## src/design/refcounted_slot_cache_lru_evict_top_defines.svh

```systemverilog
// Assertion macros shared by the slot cache RTL.
// Depends on nothing; included by files that carry assertions.
`ifndef REFCOUNTED_SLOT_CACHE_LRU_EVICT_TOP_DEFINES_SVH
`define REFCOUNTED_SLOT_CACHE_LRU_EVICT_TOP_DEFINES_SVH
// Implication checked at every rising clock edge outside reset.
`define RSC_ASSERT_IMP(label, clk, rst_n, ante, cons) \
    label: assert property (@(posedge clk) disable iff (!rst_n) (ante) |-> (cons)) \
        else $error("assertion failed");
// Next-cycle implication checked outside reset.
`define RSC_ASSERT_NEXT(label, clk, rst_n, ante, cons) \
    label: assert property (@(posedge clk) disable iff (!rst_n) (ante) |=> (cons)) \
        else $error("assertion failed");
`endif

```

## src/design/rsc_pkg.sv

```systemverilog
// Package for the slot cache: item types, operation, mode and status codes.
// Depends on nothing.
package rsc_pkg;
    localparam logic [1:0] FUNC_ACQUIRE = 2'd0;
    localparam logic [1:0] FUNC_RELEASE = 2'd1;
    localparam logic [1:0] FUNC_FLUSH   = 2'd2;

    localparam logic [1:0] MODE_UNUSED = 2'd0;
    localparam logic [1:0] MODE_ACTIVE = 2'd1;
    localparam logic [1:0] MODE_WARM   = 2'd2;

    localparam logic [1:0] ST_OK       = 2'd0;
    localparam logic [1:0] ST_INVALID  = 2'd1;
    localparam logic [1:0] ST_FULL     = 2'd2;
    localparam logic [1:0] ST_LOADFAIL = 2'd3;

    typedef struct packed {
        logic [1:0]  func;
        logic [63:0] key;
        logic [3:0]  slot_index;
        logic        load_ok;
    } t_in_item;

    typedef struct packed {
        logic [1:0] status;
        logic [3:0] handle_slot;
        logic       hit;
    } t_out_item;

    // Command broadcast to every cell, one per cycle.
    typedef struct packed {
        logic        flush;
        logic        bump;
        logic        warm_hit;
        logic        load;
        logic        clear;
        logic        release_dec;
        logic        go_warm;
        logic [31:0] stamp;
    } t_cell_cmd;
endpackage

```

## src/design/rsc_cell.sv

```systemverilog
// One slot of the cache chain: holds mode, key, count and idle stamp.
// Depends on rsc_pkg. Driven by the command logic and read by the scan logic of the top level.
module rsc_cell #(
    parameter int KEY_BITS = 64,
    parameter int REF_BITS = 16
) (
    input  logic                i_clk,
    input  logic                i_rst_n,
    input  logic                i_sel,
    input  rsc_pkg::t_cell_cmd  i_cmd,
    input  logic [KEY_BITS-1:0] i_key,
    output logic [1:0]          o_mode,
    output logic [REF_BITS-1:0] o_refs,
    output logic [31:0]         o_seq,
    output logic                o_match
);
    logic [1:0]          r_mode;
    logic [KEY_BITS-1:0] r_key;
    logic [REF_BITS-1:0] r_refs;
    logic [31:0]         r_seq;

    always_ff @(posedge i_clk) begin
        if (!i_rst_n || i_cmd.flush) begin
            r_mode <= rsc_pkg::MODE_UNUSED;
            r_refs <= '0;
            r_seq  <= '0;
        end else if (i_sel) begin
            if (i_cmd.warm_hit || i_cmd.load) begin
                r_mode <= rsc_pkg::MODE_ACTIVE;
                r_refs <= REF_BITS'(1);
                r_seq  <= '0;
                if (i_cmd.load) begin
                    r_key <= i_key;
                end
            end else if (i_cmd.bump) begin
                if (r_refs != {REF_BITS{1'b1}}) begin
                    r_refs <= r_refs + REF_BITS'(1);
                end
            end else if (i_cmd.clear) begin
                r_mode <= rsc_pkg::MODE_UNUSED;
                r_refs <= '0;
                r_seq  <= '0;
            end else if (i_cmd.release_dec) begin
                r_refs <= r_refs - REF_BITS'(1);
                if (i_cmd.go_warm) begin
                    r_mode <= rsc_pkg::MODE_WARM;
                    r_seq  <= i_cmd.stamp;
                end
            end
        end
    end

    assign o_mode  = r_mode;
    assign o_refs  = r_refs;
    assign o_seq   = r_seq;
    assign o_match = (r_mode != rsc_pkg::MODE_UNUSED) && (r_key == i_key);
endmodule

```

## src/design/refcounted_slot_cache_lru_evict_top.sv

```systemverilog
// Slot cache with reference counts and eviction of the oldest idle slot.
// Acquire examines one slot per cycle in the scan state, then commits in the DO state
// and shows its result in the OUT state; release, flush and unknown codes skip the scan.
// busy stays high through the result strobe; the result is shown for one cycle and
// cannot be stalled. Depends on rsc_pkg, rsc_cell and the defines header.
`include "refcounted_slot_cache_lru_evict_top_defines.svh"
module refcounted_slot_cache_lru_evict_top #(
    parameter int SLOTS    = 16,
    parameter int KEY_BITS = 64,
    parameter int REF_BITS = 16
) (
    input  logic               i_clk,
    input  logic               i_rst_n,
    input  logic               start,
    output logic               busy,
    input  rsc_pkg::t_in_item  i_item,
    output logic               o_valid,
    output rsc_pkg::t_out_item o_item
);
    localparam int IW = (SLOTS > 1) ? $clog2(SLOTS) : 1;
    localparam int CW = $clog2(SLOTS + 1);

    localparam logic [1:0] S_IDLE = 2'd0;
    localparam logic [1:0] S_SCAN = 2'd1;
    localparam logic [1:0] S_DO   = 2'd2;
    localparam logic [1:0] S_OUT  = 2'd3;

    logic [1:0]          r_state;
    logic [CW-1:0]       r_cnt;
    rsc_pkg::t_in_item   r_req;
    logic [KEY_BITS-1:0] w_key;
    logic                r_hit_f, r_free_f, r_vic_f;
    logic [IW-1:0]       r_hit_i, r_vic_i;
    logic [31:0]         r_vic_seq, r_clock;
    rsc_pkg::t_out_item  r_out;
    logic                r_ovalid;

    logic [1:0]          w_mode  [SLOTS];
    logic [REF_BITS-1:0] w_refs  [SLOTS];
    logic [31:0]         w_seq   [SLOTS];
    logic                w_match [SLOTS];
    logic [SLOTS-1:0]    w_sel;
    rsc_pkg::t_cell_cmd  w_cmd;

    logic [IW-1:0] w_ci, w_ri, w_ti;
    logic          w_rel_ok;

    assign w_key = r_req.key[KEY_BITS-1:0];
    assign w_ci  = r_cnt[IW-1:0];
    assign w_ri  = IW'(r_req.slot_index);
    assign w_rel_ok = ({28'd0, r_req.slot_index} < 32'(SLOTS))
        && w_mode[w_ri] != rsc_pkg::MODE_UNUSED && w_refs[w_ri] != '0;
    assign w_ti = r_hit_f ? r_hit_i : r_vic_i;

    always_comb begin
        w_cmd = '0;
        w_cmd.stamp = r_clock + 32'd1;
        w_sel = '0;
        if (r_state == S_DO) begin
            case (r_req.func)
                rsc_pkg::FUNC_ACQUIRE: begin
                    w_sel[w_ti] = r_hit_f || r_vic_f;
                    if (r_hit_f) begin
                        w_cmd.warm_hit = (w_mode[r_hit_i] == rsc_pkg::MODE_WARM);
                        w_cmd.bump     = !w_cmd.warm_hit;
                    end else begin
                        w_cmd.load  = r_req.load_ok;
                        w_cmd.clear = !r_req.load_ok;
                    end
                end
                rsc_pkg::FUNC_RELEASE: begin
                    w_sel[w_ri] = w_rel_ok;
                    w_cmd.release_dec = 1'b1;
                    w_cmd.go_warm = (w_refs[w_ri] == REF_BITS'(1));
                end
                rsc_pkg::FUNC_FLUSH: w_cmd.flush = 1'b1;
                default: w_sel = '0;
            endcase
        end
    end

    genvar g;
    generate
        for (g = 0; g < SLOTS; g++) begin : g_cell
            rsc_cell #(.KEY_BITS(KEY_BITS), .REF_BITS(REF_BITS)) u_cell (
                .i_clk(i_clk), .i_rst_n(i_rst_n), .i_sel(w_sel[g]), .i_cmd(w_cmd),
                .i_key(w_key), .o_mode(w_mode[g]), .o_refs(w_refs[g]),
                .o_seq(w_seq[g]), .o_match(w_match[g])
            );
        end
    endgenerate

    always_ff @(posedge i_clk) begin
        if (!i_rst_n) begin
            r_state  <= S_IDLE;
            r_ovalid <= 1'b0;
            r_clock  <= '0;
        end else begin
            r_ovalid <= 1'b0;
            case (r_state)
                S_IDLE: begin
                    if (start) begin
                        r_req    <= i_item;
                        r_cnt    <= '0;
                        r_hit_f  <= 1'b0;
                        r_free_f <= 1'b0;
                        r_vic_f  <= 1'b0;
                        r_state  <= (i_item.func == rsc_pkg::FUNC_ACQUIRE) ? S_SCAN : S_DO;
                    end
                end
                S_SCAN: begin
                    if (!r_hit_f && w_match[w_ci]) begin
                        r_hit_f <= 1'b1;
                        r_hit_i <= w_ci;
                    end
                    if (!r_free_f) begin
                        if (w_mode[w_ci] == rsc_pkg::MODE_UNUSED) begin
                            r_free_f <= 1'b1;
                            r_vic_f  <= 1'b1;
                            r_vic_i  <= w_ci;
                        end else if (w_mode[w_ci] == rsc_pkg::MODE_WARM
                                     && (!r_vic_f || w_seq[w_ci] < r_vic_seq)) begin
                            r_vic_f   <= 1'b1;
                            r_vic_i   <= w_ci;
                            r_vic_seq <= w_seq[w_ci];
                        end
                    end
                    if (r_cnt == CW'(SLOTS - 1)) begin
                        r_state <= S_DO;
                    end
                    r_cnt <= r_cnt + CW'(1);
                end
                S_DO: begin
                    r_out <= '0;
                    case (r_req.func)
                        rsc_pkg::FUNC_ACQUIRE: begin
                            if (r_hit_f) begin
                                r_out.handle_slot <= 4'(r_hit_i);
                                r_out.hit <= 1'b1;
                            end else if (!r_vic_f) begin
                                r_out.status <= rsc_pkg::ST_FULL;
                            end else if (!r_req.load_ok) begin
                                r_out.status <= rsc_pkg::ST_LOADFAIL;
                            end else begin
                                r_out.handle_slot <= 4'(r_vic_i);
                            end
                        end
                        rsc_pkg::FUNC_RELEASE: begin
                            if (!w_rel_ok) begin
                                r_out.status <= rsc_pkg::ST_INVALID;
                            end else if (w_cmd.go_warm) begin
                                r_clock <= w_cmd.stamp;
                            end
                        end
                        rsc_pkg::FUNC_FLUSH: r_clock <= '0;
                        default: r_out.status <= rsc_pkg::ST_INVALID;
                    endcase
                    r_ovalid <= 1'b1;
                    r_state  <= S_OUT;
                end
                S_OUT: r_state <= S_IDLE;
                default: r_state <= S_IDLE;
            endcase
        end
    end

    assign busy    = (r_state != S_IDLE);
    assign o_valid = r_ovalid;
    assign o_item  = r_out;

    `RSC_ASSERT_NEXT(a_start_busy, i_clk, i_rst_n, start && !busy, busy)
    `RSC_ASSERT_IMP(a_valid_busy, i_clk, i_rst_n, o_valid, busy)
    `RSC_ASSERT_IMP(a_one_sel, i_clk, i_rst_n, 1'b1, $onehot0(w_sel))
    `RSC_ASSERT_IMP(a_fail_clean, i_clk, i_rst_n,
        o_valid && o_item.status != rsc_pkg::ST_OK, o_item.hit == 1'b0)
endmodule

```

## config.mk

```make
export PLATFORM = sky130hd
export DESIGN_NAME = refcounted_slot_cache_lru_evict_top
export DESIGN_NICKNAME = d
export VERILOG_FILES = /design/src/design/rsc_pkg.sv /design/src/design/rsc_cell.sv /design/src/design/refcounted_slot_cache_lru_evict_top.sv
export VERILOG_INCLUDE_DIRS = /design/src /design/src/design
export SDC_FILE = /design/constraint.sdc
export NUM_CORES = 2
export LEC_CHECK = 0
export BUFFER_PORTS_ARGS = -buffer_cell sky130_fd_sc_hd__buf_2
export CAP_MARGIN = 10
export CORE_ASPECT_RATIO = 0.8
export CORE_UTILIZATION = 58
export CTS_CLUSTER_DIAMETER = 200
export CTS_CLUSTER_SIZE = 8
export DETAILED_ROUTE_END_ITERATION = 12
export PLACE_DENSITY_LB_ADDON = 0.08
export SYNTH_ARGS = -nofsm -noshare
export SYNTH_HDL_FRONTEND = slang
export SYNTH_SLANG_ARGS = --single-unit
```

## constraint.sdc

```tcl
create_clock -name i_clk -period 6.1 [get_ports i_clk]
set_input_delay 1.525 -clock i_clk [delete_from_list [all_inputs] [get_ports i_clk]]
set_output_delay 1.525 -clock i_clk [all_outputs]
set_load 0.05 [all_outputs]
```

==> qor.yml <==
cells_and_area:
  fin_nets: 8615
  multi_input_area_um2: 39700
  fin_util: 0.659
  layout-drive-gt1-share: 0.120
  finalInstanceArea_um2: 106000
  n_fill_cell: 11900
  regArea_um2: 51200
  stdcell_count: 10700
  area_delta_synth_final_pct: 12.1
synthesis:
  synthMuxAreaShare: 0.0733
  syn_area_per_cell_um2: 11.1
  synth_nets: 8641
  synth.most_common_cell: "edfxtp_1"
  yosys.area.top_type_share: 0.366
  yosysSeqAreaShare: 0.544
  synth_common_cells: "edfxtp_1 (1150), dfxtp_1 (835), nand2_1 (640)"
  syn_area_um2: 94200
  synth_xor_xnor_area_share: 0.0857
  yosys.area.top_type: "edfxtp_1"
  syn_inst: 8498
  synth_top_family_by_area: "simple AND/OR/NAND/NOR gates"
  synthDistinctLibCells: 90
  synth_compound_area_frac: 0.119
  synthArstFlopShare: 0
  synth_adder_area_share: 0.00916
  synth_warnings: 0
  synth_seq_cells: 1985
  synthFlopType: "edfxtp_1"
  synth.area.top_cells: "edfxtp_1 (37%), dfxtp_1 (18%), mux4_2 (4.4%), xnor2_1 (4.3%), xor2_1 (4.3%)"
  synthSimpleGateAreaFrac: 0.131
  synth_edf_count: 1150
hold_path:
  min_path_type: "reg -> reg"
drt:
  drt_iter0_drc: 9814
  first_pass_iters: 7
  drc: 0
  vias: 72100
  vias_per_cell: 6.75
  post_drt_wl_per_cell_um: 28.0
  wl_mm: 299
  antenna_left: 0
floorplan:
  ios: 83
  rows: 131
  core-area_um2: 160000
  die_w_um: 453
  fp.dieH_um: 363
  dieArea_um2: 164000
  start_util: 0.588
placed_design:
  dpl_cell_area_um2: 97700
  gp_congestion: 0.939
  dpl.hpwl_mm: 189
  place_inst: 10300
  io_buffer_count: 82
flow_run:
  cap_violations: 0
timing:
  slew_headroom: 0.111
  finalSetupTns_ps: 0
  fmax_mhz: 194
  tightest_slew_ps: 1330
  rsz0062_at_grt: "no"
  setup_viol: 0
  fin_crit_sh: 0.844
  period_minus_slack_ps: 5150
  fin_skew_ps: 90.3
  drv_slew: 0
  hold_viol: 0
clock_tree:
  clk_latency_ps: 940
  htree_num_levels: 5
  clk_pin_slew_ps: 50
  cts-hold-fix-buffers: 0
  post_cts_resize_count: 0
  clock-root-buffer: "clkbuf_16"
  cts_tree: "yes"
  post_cts_buffers: 0
  cts.sinks: 1985
  numCtsBuffers: 298
  clockBufferDepth: 4
power_and_ir_drop:
  vdd_drop_max_mv: 0.277
  seqPwrFrac: 0.443
  comb_power_share: 0.118
  p_int_mw: 24.4
  clock_power_share: 0.438
  switching_share: 0.263
  p_per_area_nw_per_um2: 314
  p_switching_mw: 8.72
  power.leakage_nw: 36.7
grt:
  grt_overflow: 0
  grt_max_degree: 247
  antenna_found_initial: 17
  grt_pass1_vias: 66500
  grtUsageTotal: 0.358
  grt_pass1_wl_mm: 441
setup_path:
  endpoint_kind: "flop"
  crit_path_max_fanout: 32
  crit_required_ps: 6860
  critical_path_class: "reg -> reg"
  arrival_ps: 5910
  cp-start-kind: "flop"
status:
  run_status: "finished clean"
worst max-delay path: stages, from the launching register on:
cell,delay (ps)
dfxtp_1,370
or4_1,620
or4_1,430
o21ai_0,430
a41oi_1,280
nor3_2,810
a21oi_1,580
o21ai_2,1090
a21oi_1,100
o221a_2,320
power by group through the flow:
stage	Clock [mW]	Sequential, mW	Combinational (mW)
after CTS	14.6	14.7	3.83
after floorplan	0	14.9	2.25
final	14.5	14.7	3.92
after detailed placement	0	15.0	3.81
after global routing	15.2	14.7	4.08
after global placement	0	15.0	3.75
metal layers:
metal  wire length (um)  vias to the layer above  global-route usage
met2             128000                     4365               0.512
li1                   -                    31500                   -
met1             125000                    35600               0.527
met5                 57                        -                   0
met4              11400                        8               0.137
met3              35500                      661              0.0839
registers in the layout (all words and copies together), names as in the netlist, 3 cells and up:
register and flops:
r_req 3, o_item 7, g_cell.u_cell.o_mode 32, r_vic_seq 32
w_ri 4, g_cell.u_cell.o_seq 512, r_vic_i 4, r_cnt 5
g_cell.u_cell.o_refs 256, w_key 64, r_hit_i 4, r_clock 32
g_cell.u_cell.r_key 1024
cell type report:
type	count	share of cell area
flip-flops and latches	1985	0.485
multi-input cells	5603	0.376
clock buffers	370	0.0742
repair buffers	373	0.0306
well taps	2128	0.0252
inverters	211	0.00750
clock inverters	8	0.000806
diodes	6	0.000142
final timing paths:
kind	end	slack [ps]	depth (start not counted)	startpoint
setup / recovery	g_cell[0].u_cell.o_refs[15]	950	9	g_cell[12].u_cell.o_refs[4]
hold / removal	g_cell[12].u_cell.o_seq[22]	460	2	g_cell[12].u_cell.o_seq[22]
setup reg to reg	g_cell[0].u_cell.o_refs[15]	950	9	g_cell[12].u_cell.o_refs[4]
hold reg to reg	g_cell[12].u_cell.o_seq[22]	460	2	g_cell[12].u_cell.o_seq[22]
per-stage QoR:
stage / total power, mW / setup slack [ps] / hold slack (ps)
6_report: 33.2 / 954 / 457
5_1_grt: 33.9 / 667 / 471
4_1_cts: 33.1 / 1000 / 455
2_1_floorplan: 17.1 / 38.3 / 432
3_3_place_gp: 18.7 / 1040 / 439
3_5_place_dp: 18.8 / 1020 / 444
cell families (layout without fill, tap and decap cells):
group / Yosys count / after routing
adders and majority gates: 69 / 69
other: 0 / 6
DFF: 1985 / 1985
muxes: 459 / 459
and+or+nand+nor: 2435 / 2435
xor gates and xnor gates: 922 / 922
AOI/OAI and AO/OA: 1718 / 1718
buffers and inverters: 910 / 962
placed cells by master (no fill, tap or decap), drive strengths merged, types with 128 or more instances in the layout:
cell,n
nand4,201
nand3,381
buf,373
mux2i,274
nor2,356
nor3,209
inv,216
clkbuf,370
mux4,185
xnor2,462
nand2,642
a21oi,353
o211ai,128
dfxtp,835
o21ai,516
edfxtp,1150
nor4,210
xor2,460
Note: power is estimated with default switching activity, not from simulation.
